`src/rtl/core/flks_pkg.sv`:
```
// ----------------------------------------------------------------------------
// flks_pkg
// Shared types and constants of the filtered lowest-K selector: field widths,
// configuration register codes, reset values and the queued item record.
// ----------------------------------------------------------------------------
package flks_pkg;

	// Field widths.
	localparam int ENERGY_W = 32;
	localparam int INDEX_W  = 32;
	localparam int OCC_W    = 64;
	localparam int SELECT_COUNT_W = 6;

	// Configuration port shape.
	localparam int CFG_IDX_W  = 2;
	localparam int CFG_DATA_W = 64;

	// Configuration register codes.
	typedef enum logic [CFG_IDX_W-1:0] {
		CFG_SELECT_COUNT = 2'd0,
		CFG_CORE_FILTER  = 2'd1,
		CFG_CORE_MASK    = 2'd2
	} cfg_reg_t;

	// Register reset values.
	localparam logic [SELECT_COUNT_W-1:0] SELECT_COUNT_RST = 6'd8;
	localparam logic                      CORE_FILTER_RST  = 1'b0;
	localparam logic [OCC_W-1:0]          CORE_MASK_RST    = '0;

	// Energy shown by an unfilled slot: the most positive key.
	localparam logic signed [ENERGY_W-1:0] ENERGY_MAX = 32'sh7FFF_FFFF;

	// Depth of the queue between the classifier and the table.
	localparam int QUEUE_DEPTH = 4;
	localparam int QUEUE_PTR_W = 2;
	localparam int QUEUE_CNT_W = 3;

	// One classified candidate on its way to the table.
	typedef struct packed {
		logic signed [ENERGY_W-1:0] energy;
		logic [INDEX_W-1:0]         det_index;
		logic                       keep;
		logic                       last;
	} item_t;

endpackage

```
`src/rtl/core/flks_in_if.sv`:
```
// ----------------------------------------------------------------------------
// flks_in_if
// Candidate channel: valid/ready handshake with the candidate word.
// ----------------------------------------------------------------------------
interface flks_in_if;

	logic                                 valid;
	logic                                 ready;
	logic signed [flks_pkg::ENERGY_W-1:0] energy;
	logic [flks_pkg::INDEX_W-1:0]         det_index;
	logic [flks_pkg::OCC_W-1:0]           alpha_occupancy;
	logic [flks_pkg::OCC_W-1:0]           beta_occupancy;
	logic                                 last_item;

	modport source (
		output valid, energy, det_index, alpha_occupancy, beta_occupancy, last_item,
		input  ready
	);

	modport sink (
		input  valid, energy, det_index, alpha_occupancy, beta_occupancy, last_item,
		output ready
	);

endinterface

```
`src/rtl/core/flks_front.sv`:
```
// ----------------------------------------------------------------------------
// flks_front
// Accepts candidate words and classifies them: applies the core-orbital
// filter and pushes the reduced record into the queue.
// ----------------------------------------------------------------------------
module flks_front #(
	parameter int NUM_ORBITALS = 64
) (
	flks_in_if.sink                   in,
	input  logic                      core_filter_enable,
	input  logic [flks_pkg::OCC_W-1:0] core_mask,
	output logic                      push_valid,
	output flks_pkg::item_t           push_item,
	input  logic                      push_ready
);

	logic [NUM_ORBITALS-1:0] singly;
	logic                    one_single;

	// Singly occupied orbitals; bits beyond the orbital count are dropped.
	assign singly = in.alpha_occupancy[NUM_ORBITALS-1:0]
		^ in.beta_occupancy[NUM_ORBITALS-1:0];

	// Exactly one singly occupied core orbital.
	always_comb begin
		logic [NUM_ORBITALS-1:0] core_single;
		core_single = singly & core_mask[NUM_ORBITALS-1:0];
		one_single = (core_single != '0)
			&& ((core_single & (core_single - NUM_ORBITALS'(1))) == '0);
	end

	// A word is taken whenever the queue has room.
	assign in.ready   = push_ready;
	assign push_valid = in.valid;

	always_comb begin
		push_item.energy    = in.energy;
		push_item.det_index = in.det_index;
		push_item.keep      = core_filter_enable ? one_single : 1'b1;
		push_item.last      = in.last_item;
	end

endmodule

```
`src/flat_wrapper.sv`:
```
// flat-port wrapper written by rule: the top's interface ports become plain ports
module flks_front_flat 
#(
	parameter int NUM_ORBITALS = 64
)
  (core_filter_enable, core_mask, push_valid, push_item, push_ready, in_valid, in_energy, in_det_index, in_alpha_occupancy, in_beta_occupancy, in_last_item, in_ready);
  flks_in_if in_i ();
  input  logic core_filter_enable;
  input  logic [flks_pkg::OCC_W-1:0] core_mask;
  output logic push_valid;
  output flks_pkg::item_t push_item;
  input  logic push_ready;
  input wire logic [$bits(in_i.valid)-1:0] in_valid;
  input wire logic [$bits(in_i.energy)-1:0] in_energy;
  input wire logic [$bits(in_i.det_index)-1:0] in_det_index;
  input wire logic [$bits(in_i.alpha_occupancy)-1:0] in_alpha_occupancy;
  input wire logic [$bits(in_i.beta_occupancy)-1:0] in_beta_occupancy;
  input wire logic [$bits(in_i.last_item)-1:0] in_last_item;
  output wire logic [$bits(in_i.ready)-1:0] in_ready;
  assign in_i.valid = in_valid;
  assign in_i.energy = in_energy;
  assign in_i.det_index = in_det_index;
  assign in_i.alpha_occupancy = in_alpha_occupancy;
  assign in_i.beta_occupancy = in_beta_occupancy;
  assign in_i.last_item = in_last_item;
  assign in_ready = in_i.ready;
  flks_front #(.NUM_ORBITALS(NUM_ORBITALS)) u_core (.in(in_i), .core_filter_enable(core_filter_enable), .core_mask(core_mask), .push_valid(push_valid), .push_item(push_item), .push_ready(push_ready));
endmodule
```
`config.mk`:
```
export PLATFORM = sky130hd
export DESIGN_NAME = flks_front_flat
export DESIGN_NICKNAME = d
export VERILOG_FILES = /design/src/rtl/core/flks_pkg.sv /design/src/rtl/core/flks_in_if.sv /design/src/rtl/core/flks_front.sv /design/src/flat_wrapper.sv
export SDC_FILE = /design/constraint.sdc
export NUM_CORES = 1
export LEC_CHECK = 0
export BUFFER_PORTS_ARGS = -buffer_cell sky130_fd_sc_hd__buf_2
export CORE_AREA = 4 4 124 126
export DETAILED_ROUTE_END_ITERATION = 10
export DIE_AREA = 0 0 128 130
export GPL_TIMING_DRIVEN = 0
export REMOVE_ABC_BUFFERS = 1
export SLEW_MARGIN = 40
export SYNTH_ARGS = -nofsm -noshare
export SYNTH_HDL_FRONTEND = slang
export SYNTH_SLANG_ARGS = --single-unit
```
`constraint.sdc`:
```
create_clock -name vclk -period 6.2
set_input_delay 0.31 -clock vclk [all_inputs]
set_output_delay 0.31 -clock vclk [all_outputs]
set_load 0.005 [all_outputs]
```
# --- After elaboration in Yosys (flattened, before gate mapping) ---
# Cells that the tools add are included.
op_classes:
  add_sub_neg: 1
  mul: 0
  div_mod_pow: 0
  magnitude_cmp: 0
  eq_ne: 0
  shifts: 0
  muxes: 1
  n_bitwise: 3
  n_reduce_logical: 3
ops:
  columns: ["op", "count"]
  rows:
  - ["64-bit AND", 2]
  - ["64-bit logical NOT", 1]
  - ["64-bit nonzero test", 1]
  - ["64-bit by 1-bit subtractor with 64-bit output (second input constant)", 1]
  - ["64-bit XOR", 1]
  - ["1-bit logical AND", 1]
  - ["1-bit 2-to-1 mux", 1]
totals:
  reg_bits: 0
  latch_bits: 0
  ramBits: 0
  rom_bits: 0
  input_bits: 260
  out_inout_bits: 68
  word_cells: 8
  memories: 0

# --- Longest topological paths before layout ---
logic_depth:
  depth_word: 7
  mapped_depth: 9

# --- Least setup slack after synthesis ---
# Ideal clock, no wire load.
synth_timing:
  kind: "input-to-output"
  from: "input in_beta_occupancy[14]"
  to: "output push_item[1] in the netlist's numbering"
  t_arrival_ns: 2.613
  t_required_ns: 5.890
  slack_ns: 3.277
  cell_stages: 9
  n_path_buf: 1
  cell_sequence: "xor2_1 a222oi_1 nand2_1 nor4_4 buf_6 nand4_4 a211oi_2 o2111ai_1 o41ai_2"
synth_lines:
  columns: ["item", "line_no", "text"]
  rows:
  - ["start, declared", "flat_wrapper.sv:17", "input wire logic [$bits(in_i.beta_occupancy)-1:0] in_beta_occupancy;"]
  - ["end, declared", "flat_wrapper.sv:11", "output flks_pkg::item_t push_item;"]

==> metrics.yaml <==
antenna_violations_before_repair: 0
finalWorstPathRequiredPeriod_ps: 4072
synthDominantCellAreaShare: 0.2306
ir_drop_v: 0.00002471
endpoints_failing_hold: 0
setup-tns-final_ps: 0
detail_route.first_pass.iterations: 5
max_slew.worst_pin.slew_ps: 801.1
largest_net_degree_at_the_start_of_global_routing: 13
synth.avg_cell_area_um2: 6.926
syn_inst: 351
drv.max_cap_violation_count: 0
largest_delay_share_family_worst_path: "compound AO/OA/AOI/OAI gates"
preCtsSetupSlack_ps: 2098
critical_path.startpoint_type: "input port"
nNetsFinal: 741
endpoint: "push_item[1]"
overflow: 0
n_sequential_cell: 0
first_global_vias: 2916
post-cts-setup-buffer-count: 0
die-height_um: 130
post_route_cells_drive_above_1_share: 0.4426
detail_route.drc_violations: 0
slowest_delay_ps: 760
min-delay-path-class: "in2out"
busiest_layer: "met2"
total_number_of_vias: 3136
slowest_stage: "nor4_4"
gp_congestion: 0.8907
dpl.hpwl_um: 17150
wire_length_of_the_first_global_routing_pass_um: 23020
gr-usage-all-layers: 0.2005
timing.critical_path.to_type: "output port"
drv_slew: 0
max_freq_mhz: 245.6
critical_path_depth: 10
fin_hold_ws_ps: 620.0
met1_usage: 0.1483
placement.io_buffers: 194
netlist.top_cell.by_area: "xor2_1"
final_setup_violation_count: 0
synth_top_cells_by_area: "xor2_1, buf_4, nand2_1"
final_antenna_net_count: 0
rows: 44
placed_cells: 661
power.leakage_nw: 1.520
relSlewSlack: 0.4659
path_class: "in2out"
die_area_mm2: 0.01664
clock_buffers: 0
power.density_mw_per_mm2: 78.57
die_w_um: 128
total_of_warnings_raised_by_yosys: 0
crit_arrival_ps: 3760
finalCoreUtilization: 0.2190
critical_path.n_buffers_inverters: 2
layout-area-overhead-vs-synth_pct: 28.92
hold_buffers_post_cts: 0
register_area_um2: 0
grtUsageMet3: 0.2382
postcts_resize_cnt: 0
drt-initial-drc-count: 185
setup_ws_ps: 2128
grt_setup_unrepaired: "no"
netlist-cell-type-count: 44
synth.yosys.seq_area_share: 0
wl_cell_um: 27.38
worstSetupStartpoint: "in_beta_occupancy[26]"
fill_cells: 1667
cp_cell_sequence: "buf_2, xor2_1, a222oi_1, nand3_1, nor4_4, nand3_1, o311ai_1, o2111ai_1, o41ai_2, buf_2"
coreArea_mm2: 0.01431
critical_path_peak_fanout: 12
timing.final.crit_share: 0.6569
avgViaCountPerCell: 4.730
grt_met2_usage: 0.3530
design.portCount: 328
totalWireLength_um: 18150
hold_depth: 0
status: "finished clean"
floorplan.initialDensity: 0.1698
critical_path_data_required_time_ps: 5890
diodes: 0
post_layout_nonfiller_instances: 663
syn_area_mm2: 0.002431
[kinds of logic after synthesis]
logic type / after synthesis / synth area share
AND/OR/NAND/NOR: 130 / 0.2856
AO/OA/AOI/OAI: 85 / 0.2589
XOR/XNOR: 65 / 0.2342
multiplexers: 1 / 0.004118
buffers and inverters: 69 / 0.2131
adder cells (fa/ha/maj): 1 / 0.004118
[placed cells by master, fill, tap and decap left out, types with 3 or more instances in the layout]
| cell | synthesis | routed |
|---|---|---|
| and2_1 | 3 | 3 |
| nand3_1 | 16 | 16 |
| nor2_1 | 6 | 6 |
| nand4_1 | 15 | 15 |
| buf_2 | 0 | 194 |
| o211ai_1 | 3 | 3 |
| o21ai_0 | 4 | 4 |
| nor4_1 | 7 | 6 |
| o22ai_1 | 3 | 3 |
| o2111ai_1 | 3 | 3 |
| xor2_1 | 64 | 64 |
| a31oi_1 | 11 | 11 |
| a21oi_1 | 18 | 18 |
| a222oi_1 | 8 | 8 |
| a22oi_1 | 18 | 18 |
| a41oi_1 | 5 | 5 |
| nor3_1 | 5 | 5 |
| nand2_1 | 64 | 64 |
[stage by stage]
stage          power, mW  cell area (um2)
2_1_floorplan     0.1310             1917
3_3_place_gp      0.2427             3118
3_5_place_dp      0.2444             3124
4_1_cts           0.2456             3124
5_1_grt           0.2746             3134
6_report          0.2463             3134
[worst min-delay path by stage]
stage,end,startpoint,slack (ps)
2_1_floorplan,in_ready,push_ready,620
3_3_place_gp,push_item[11],in_det_index[9],620
3_5_place_dp,push_item[11],in_det_index[9],620
4_1_cts,push_item[11],in_det_index[9],620
5_1_grt,push_item[26],in_det_index[24],620
6_report,push_item[32],in_det_index[30],620
[cell type report]
type	count	area, um2	area share
repair buffers	196	980.9	0.3130
inverters	1	3.754	0.001198
multi-input cells	282	1919	0.6124
well taps	184	230.2	0.07345
[cells in the mapped netlist (3+ instances only)]
library cell  instances
o2111ai_1             3
o211ai_1              3
nor3_1                5
a222oi_1              8
nor4_1                7
xor2_1               64
nor2_1                6
a22oi_1              18
o22ai_1               3
a31oi_1              11
nand4_1              15
o21ai_0               4
nand3_1              16
nand2_1              64
buf_4                67
a41oi_1               5
a21oi_1              18
and2_1                3
[power breakdown]
part | total (mW) | switching (mW) | internal [mW]
clock | 0 | 0 | 0
sequential | 0 | 0 | 0
combinational | 0.246 | 0.140 | 0.106
total | 0.246 | 0.140 | 0.106
[routing by layer]
layer  share of wire  wire length (um)
met5               0                 0
met4          0.0056               102
met3            0.27              4811
met2            0.48              8743
met1            0.25              4493
No activity file was read; power rests on OpenSTA's default activity.
