--- src/rtl/core/flks_pkg.sv ---
// ----------------------------------------------------------------------------
// flks_pkg
// Shared types and constants of the filtered lowest-K selector: field widths,
// configuration register codes, reset values and the queued item record.
// ----------------------------------------------------------------------------
package flks_pkg;

	// Field widths.
	localparam int ENERGY_W = 32;
	localparam int INDEX_W  = 32;
	localparam int OCC_W    = 64;
	localparam int SELECT_COUNT_W = 6;

	// Configuration port shape.
	localparam int CFG_IDX_W  = 2;
	localparam int CFG_DATA_W = 64;

	// Configuration register codes.
	typedef enum logic [CFG_IDX_W-1:0] {
		CFG_SELECT_COUNT = 2'd0,
		CFG_CORE_FILTER  = 2'd1,
		CFG_CORE_MASK    = 2'd2
	} cfg_reg_t;

	// Register reset values.
	localparam logic [SELECT_COUNT_W-1:0] SELECT_COUNT_RST = 6'd8;
	localparam logic                      CORE_FILTER_RST  = 1'b0;
	localparam logic [OCC_W-1:0]          CORE_MASK_RST    = '0;

	// Energy shown by an unfilled slot: the most positive key.
	localparam logic signed [ENERGY_W-1:0] ENERGY_MAX = 32'sh7FFF_FFFF;

	// Depth of the queue between the classifier and the table.
	localparam int QUEUE_DEPTH = 4;
	localparam int QUEUE_PTR_W = 2;
	localparam int QUEUE_CNT_W = 3;

	// One classified candidate on its way to the table.
	typedef struct packed {
		logic signed [ENERGY_W-1:0] energy;
		logic [INDEX_W-1:0]         det_index;
		logic                       keep;
		logic                       last;
	} item_t;

endpackage

--- src/rtl/core/flks_queue.sv ---
// ----------------------------------------------------------------------------
// flks_queue
// Short first-in first-out queue between the classifier and the table, so
// that each side stalls on its own.
// ----------------------------------------------------------------------------
module flks_queue (
	input  logic            clk,
	input  logic            arst_n,
	input  logic            push_valid,
	input  flks_pkg::item_t push_item,
	output logic            push_ready,
	output logic            pop_valid,
	output flks_pkg::item_t pop_item,
	input  logic            pop
);

	flks_pkg::item_t                    entry_q [flks_pkg::QUEUE_DEPTH];
	logic [flks_pkg::QUEUE_PTR_W-1:0]   wr_ptr_q;
	logic [flks_pkg::QUEUE_PTR_W-1:0]   rd_ptr_q;
	logic [flks_pkg::QUEUE_CNT_W-1:0]   count_q;
	logic                               do_push;
	logic                               do_pop;

	assign push_ready = (count_q != flks_pkg::QUEUE_CNT_W'(flks_pkg::QUEUE_DEPTH));
	assign pop_valid  = (count_q != '0);
	assign pop_item   = entry_q[rd_ptr_q];
	assign do_push    = push_valid && push_ready;
	assign do_pop     = pop && pop_valid;

	// Pointers and fill count.
	always_ff @(posedge clk or negedge arst_n) begin
		if (!arst_n) begin
			wr_ptr_q <= '0;
			rd_ptr_q <= '0;
			count_q  <= '0;
		end else begin
			if (do_push) begin
				wr_ptr_q <= wr_ptr_q + 1'b1;
			end
			if (do_pop) begin
				rd_ptr_q <= rd_ptr_q + 1'b1;
			end
			if (do_push && !do_pop) begin
				count_q <= count_q + 1'b1;
			end else if (!do_push && do_pop) begin
				count_q <= count_q - 1'b1;
			end
		end
	end

	// Entry storage.
	always_ff @(posedge clk) begin
		if (do_push) begin
			entry_q[wr_ptr_q] <= push_item;
		end
	end

endmodule

--- config.mk ---
export PLATFORM = sky130hd
export DESIGN_NAME = flks_queue
export DESIGN_NICKNAME = d
export VERILOG_FILES = /design/src/rtl/core/flks_pkg.sv /design/src/rtl/core/flks_queue.sv
export SDC_FILE = /design/constraint.sdc
export NUM_CORES = 1
export LEC_CHECK = 0
export ABC_CLOCK_PERIOD_IN_PS = 3000
export BUFFER_PORTS_ARGS = -buffer_cell sky130_fd_sc_hd__buf_2
export CORE_ASPECT_RATIO = 1.5
export CORE_UTILIZATION = 57
export DETAILED_ROUTE_END_ITERATION = 10
export PLACE_DENSITY = 0.79
export SETUP_SLACK_MARGIN = 0.4
export SLEW_MARGIN = 20
export SYNTH_ARGS = -nofsm -noshare
export SYNTH_HDL_FRONTEND = slang
export SYNTH_SLANG_ARGS = --single-unit
--- constraint.sdc ---
create_clock -name clk -period 3 [get_ports clk]
set_input_delay 0.3 -clock clk [delete_from_list [all_inputs] [get_ports clk]]
set_output_delay 0.3 -clock clk [all_outputs]
set_load 0.01 [all_outputs]
Word-level counts from Yosys, hierarchy flattened
Memories as Yosys holds them, arrays and structs flattened.
Index checks and enable logic that the tools add are counted.
{"block": "op_classes", "reduce_logical": 8, "n_eq_ne": 1, "n_mux": 4, "addsub": 4}
{"cell": "3-bit 2-to-1 mux", "n": 2}
{"cell": "2-bit by 1-bit adder with 2-bit output (second input constant)", "n": 2}
{"cell": "1-bit logical AND", "n": 4}
{"cell": "3-bit by 1-bit adder with 3-bit output (second input constant)", "n": 1}
{"cell": "3-bit != test (second input constant)", "n": 1}
{"cell": "3-bit nonzero test", "n": 1}
{"cell": "3-bit by 1-bit subtractor with 3-bit output (second input constant)", "n": 1}
{"cell": "1-bit zero test", "n": 2}
{"cell": "1-bit 2-to-1 mux", "n": 2}
{"cell": "2-bit nonzero test", "n": 1}
{"block": "word_totals", "mem_count": 1, "out_inout_bits": 68, "ff_bits": 7, "wordCells": 21, "inputBits": 70, "ramBits": 264}
{"name": "entry_q", "words": 4, "width": 66, "read_ports": 1, "rd_ports_with_merged_regs": 0, "wr": 1, "line_no": "flks_queue.sv:17", "text": "flks_pkg::item_t entry_q [flks_pkg::QUEUE_DEPTH];"}

Logic depth before layout (Yosys ltp)
{"block": "logic_depth", "ltp_word": 6, "mapped_depth": 8}

Least setup slack after synthesis
OpenSTA, ideal clock, no wires.
{"block": "synth_timing", "path_kind": "register to register", "from": "register count_q[0] in the netlist's numbering", "to": "memory entry_q[0][0] in the netlist's numbering, enable pin", "required_time_ps": 2569, "stages_incl_launch_ff": 4, "arrival_time_ps": 2326, "slack_ps": 243, "period_less_slack_ps": 2757, "cell_sequence": "dfrtp_1 > nor2_1 > a21boi_2 > and2_1"}
{"block": "synth_between", "elab_chain_len": 4}
{"item": "start, declared", "line_no": "flks_queue.sv:20", "text": "logic [flks_pkg::QUEUE_CNT_W-1:0] count_q;"}
{"item": "start signal, assigned", "line_no": "flks_queue.sv:44", "text": "count_q <= count_q + 1'b1;"}
{"item": "start signal, assigned", "line_no": "flks_queue.sv:46", "text": "count_q <= count_q - 1'b1;"}
{"item": "3-bit != test", "line_no": "flks_queue.sv:24", "text": "assign push_ready = (count_q != flks_pkg::QUEUE_CNT_W'(flks_pkg::QUEUE_DEPTH));"}
{"item": "1-bit logical AND", "line_no": "flks_queue.sv:27", "text": "assign do_push = push_valid && push_ready;"}
{"item": "net do_push", "line_no": "flks_queue.sv:21", "text": "logic do_push;"}
{"item": "1-bit 2-to-1 mux", "line_no": "flks_queue.sv:53", "text": "if (do_push) begin"}
{"item": "1-bit 2-to-1 mux (implied by the code)", "line_no": "flks_queue.sv:54", "text": "entry_q[wr_ptr_q] <= push_item;"}
{"item": "end, declared", "line_no": "flks_queue.sv:17"}
The timed path passes the listed nets, and every way through them passes these cells.

==> flow_summary_export.csv <==
group,metric,value,unit
status,outcome,"finished clean",
global_route,busiest_layer,"met2",
pwr,cellPowerDensity,978,nW/um^2
synth,ys_dominant_reg_cell,"edfxtp_1",
worst_setup_path,worstPathArrival,2.19,ns
synth,syn_nets,456,
global_route,grt_overflow,0,
clocking,clock-sinks,271,
timing,fin_hold_ws,0.0167,ns
global_route,grt.met1_usage,25.1,%
min_path,worstHoldPathType,"in -> reg",
timing,post-route-min-period,2.49,ns
timing,slew_headroom,63.4,%
synth,synth_top_cell_by_area,"edfxtp_1",
floorplanning,die_w,110,microns
clocking,tritoncts,"done",
synth,synthesis.instances,380,
clocking,clockBufferDepth,3,
synth,synthMostInstantiatedCell,"edfxtp_1",
synth,synth-edff-count,264,
routing,num_vias,4543,
routing,drc,0,
pwr,cellInternalPower,8.43,mW
synth,synthArstFlopShare,2.58,%
global_route,grt_pass1_wl,26.7,mm
pwr,combPwrFrac,28.7,%
worst_setup_path,crit_path_top_delay_cell,"dfrtp_4",
clocking,clk_latency,0.50,ns
synth,syn_area,9950,sq um
timing,fmax,401,MHz
worst_setup_path,cp_cell_sequence,"buf_6, mux4_2, buf_2",
synth,syn_area_per_cell,26.2,sq um
synth,synth.distinct_cells,20,
clocking,clkTransAtPathRegs,0.06,ns
synth,synthTopCellsByCount,"edfxtp_1, mux4_2, dfrtp_1",
global_route,grt_use_met3,3.33,%
worst_setup_path,cp.required,2.70,ns
pwr,leakage,4.14,nW
floorplanning,design.core.area,16900,sq um
worst_setup_path,startpoint_type,"register",
timing,tightest_slew,0.550,ns
routing,wl_per_cell,22.4,microns
synth,synth_area_leaders,"edfxtp_1, mux4_2, dfrtp_1, ha_1, buf_12",
global_route,grt_antenna_before_repair,1,
synth,ys_seq_elements,271,
job,maxCapViolations,0,
worst_setup_path,path_class,"reg -> out",
global_route,grt_usage,20.5,%
pwr,switchingPower,3.32,mW
synth,ys_seq_area_share,81.4,%
timing,finalMaxSlewViolations,0,
timing,fin_crit_sh,83.1,%
timing,fin_ws,0.506,ns
global_route,grt_pass1_vias,4816,
floorplanning,dieHeight,164,microns
pwr,ir_worst_vdd,0.762,mV
timing,setup_violations,0,
routing,viasPerCell,5.73,
worst_setup_path,timing.rr.start,"count_q[0]",
pwr,netSwitchingFraction,28.2,%
global_route,gr-usage-met2,36.3,%
timing,hold_viol_final,0,
placed_design,dp_cells,721,
floorplanning,top_level_ports,138,
routing,totalWireLength,17.8,mm
placed_design,port_buffers,137,
synth,synth_top_area_share,79.6,%
worst_setup_path,end_kind,"output pin",
global_route,grt_max_degree,41,
floorplanning,rows,58,
clocking,cts_root_buffer,"clkbuf_16",
synth,ys_warn_count,0,
min_path,min_from,"push_item[26]",
timing,fin_setup_tns,0,ns
placed_design,place_congestion,0.702,
worst_setup_path,crit_start,"rd_ptr_q[0]",
timing,fin_skew,0.00655,ns
final_layout,synthToLayoutAreaGrowth,20.7,%
routing,first_pass_iters,4,
floorplanning,dieArea,18000,sq um
pwr,power,11.7,mW
final_layout,drive_above_1_share,44.2,%
final_layout,layout.nets,639,
placed_design,dp_hpwl,10.5,mm
pwr,clkPwrFrac,25.6,%
worst_setup_path,slowest_delay,0.63,ns
routing,drt_iter0_drc,229,
timing,rsz0062_at_grt,"yes",
placed_design,post-place-ws,0.883,ns
worst_setup_path,crit_path_max_fanout,17,
floorplanning,initial_core_util,58.9,%
pwr,seqPwrFrac,45.7,%
clocking,cts_buffers,24,
routing,ant_nets,0,
final_layout,instances_no_fill,793,
clocking,cts-htree-levels,1,
==> area by class of cell <==
type / instances / area, sq um
Multi-Input combinational cell: 91 / 1720
Clock inverter: 11 / 121
Inverter: 3 / 11.3
Sequential cell: 271 / 8110
Clock buffer: 33 / 676
Timing Repair Buffer: 172 / 1110
Tap cell: 210 / 263
Fill cell: 1000 / 4890
Antenna cell: 2 / 5.00
==> final timing paths <==
path / endpoint / cells after the start / slack [ns]
max: pop_item[10] / 3 / 0.51
min: entry_q[0][26] / 1 / 0.02
max reg2reg: count_q[2] / 8 / 0.90
min reg2reg: count_q[2] / 1 / 0.54
max in group asynchronous: rd_ptr_q[0] / 2 / 2.65
min in group asynchronous: count_q[0] / 2 / 0.16
==> sequential cells by signal (all words and copies together), names as in the netlist <==
name,count
rd_ptr_q,2
count_q,3
wr_ptr_q,2
entry_q,264
==> timing repair <==
action / in CTS / in global routing
setup buffers: 0 / 0
endpoints found under the setup margin: 0 / 49
hold endpoints to repair: 91 / 0
gates resized for setup: 0 / 2
hold buffers: 25 / 0
==> worst max-delay path: cells and delay by family (launching register included) <==
family,cells,cell delay (ns)
buffers and inverters,2,0.48
flip-flops,1,0.63
multiplexers,1,0.58
==> power by group through the flow <==
stage	clock network [mW]	logic [mW]	registers, mW
CTS	3.05	3.38	5.37
floorplan	0	2.34	5.22
detailed placement	0	3.34	5.44
global route	3.19	3.64	5.44
global placement	0	3.29	5.37
finish	3.01	3.37	5.37
==> cell usage in the layout (no fill, tap or decap), drive strengths merged <==
cell	synthesis	final
mux4	66	66
clkbuf	0	34
or3	1	1
buf	15	146
mux2	2	2
nand2	2	2
clkinv	0	7
ha	5	5
fa	1	1
dlygate4sd3	0	25
a21boi	1	1
bufinv	0	2
diode	0	2
inv	3	3
nand3	1	1
and2	4	4
edfxtp	264	264
nor2	2	2
clkinvlp	0	2
xor2	2	2
dfrtp	7	7
xnor2	4	4
==> per-stage QoR <==
stage / instance area [sq um] / utilization [%]
after CTS: 12000 / 70.8
after global placement: 10900 / 64.6
final: 12000 / 71.1
after global routing: 12000 / 71.1
after detailed placement: 10900 / 64.6
after floorplan: 9960 / -
==> logic make-up after synthesis <==
family | after synthesis | synth area share, %
flip-flops | 271 | 81.4
multiplexers | 68 | 15.2
buffers and inverters | 18 | 1.45
AND/OR/NAND/NOR | 10 | 0.515
XOR/XNOR | 6 | 0.528
adder cells (fa/ha/maj) | 6 | 0.830
AO/OA/AOI/OAI | 1 | 0.113
==> routing by layer <==
| layer | wire length, microns | vias to the layer above | part of all wire (%) |
|---|---|---|---|
| li1 | - | 1997 | - |
| met1 | 6590 | 2375 | 37 |
| met2 | 9840 | 131 | 55 |
| met3 | 799 | 40 | 4.5 |
| met4 | 564 | 0 | 3.2 |
| met5 | 0 | - | 0 |
Note: power is estimated with default switching activity, not from simulation.
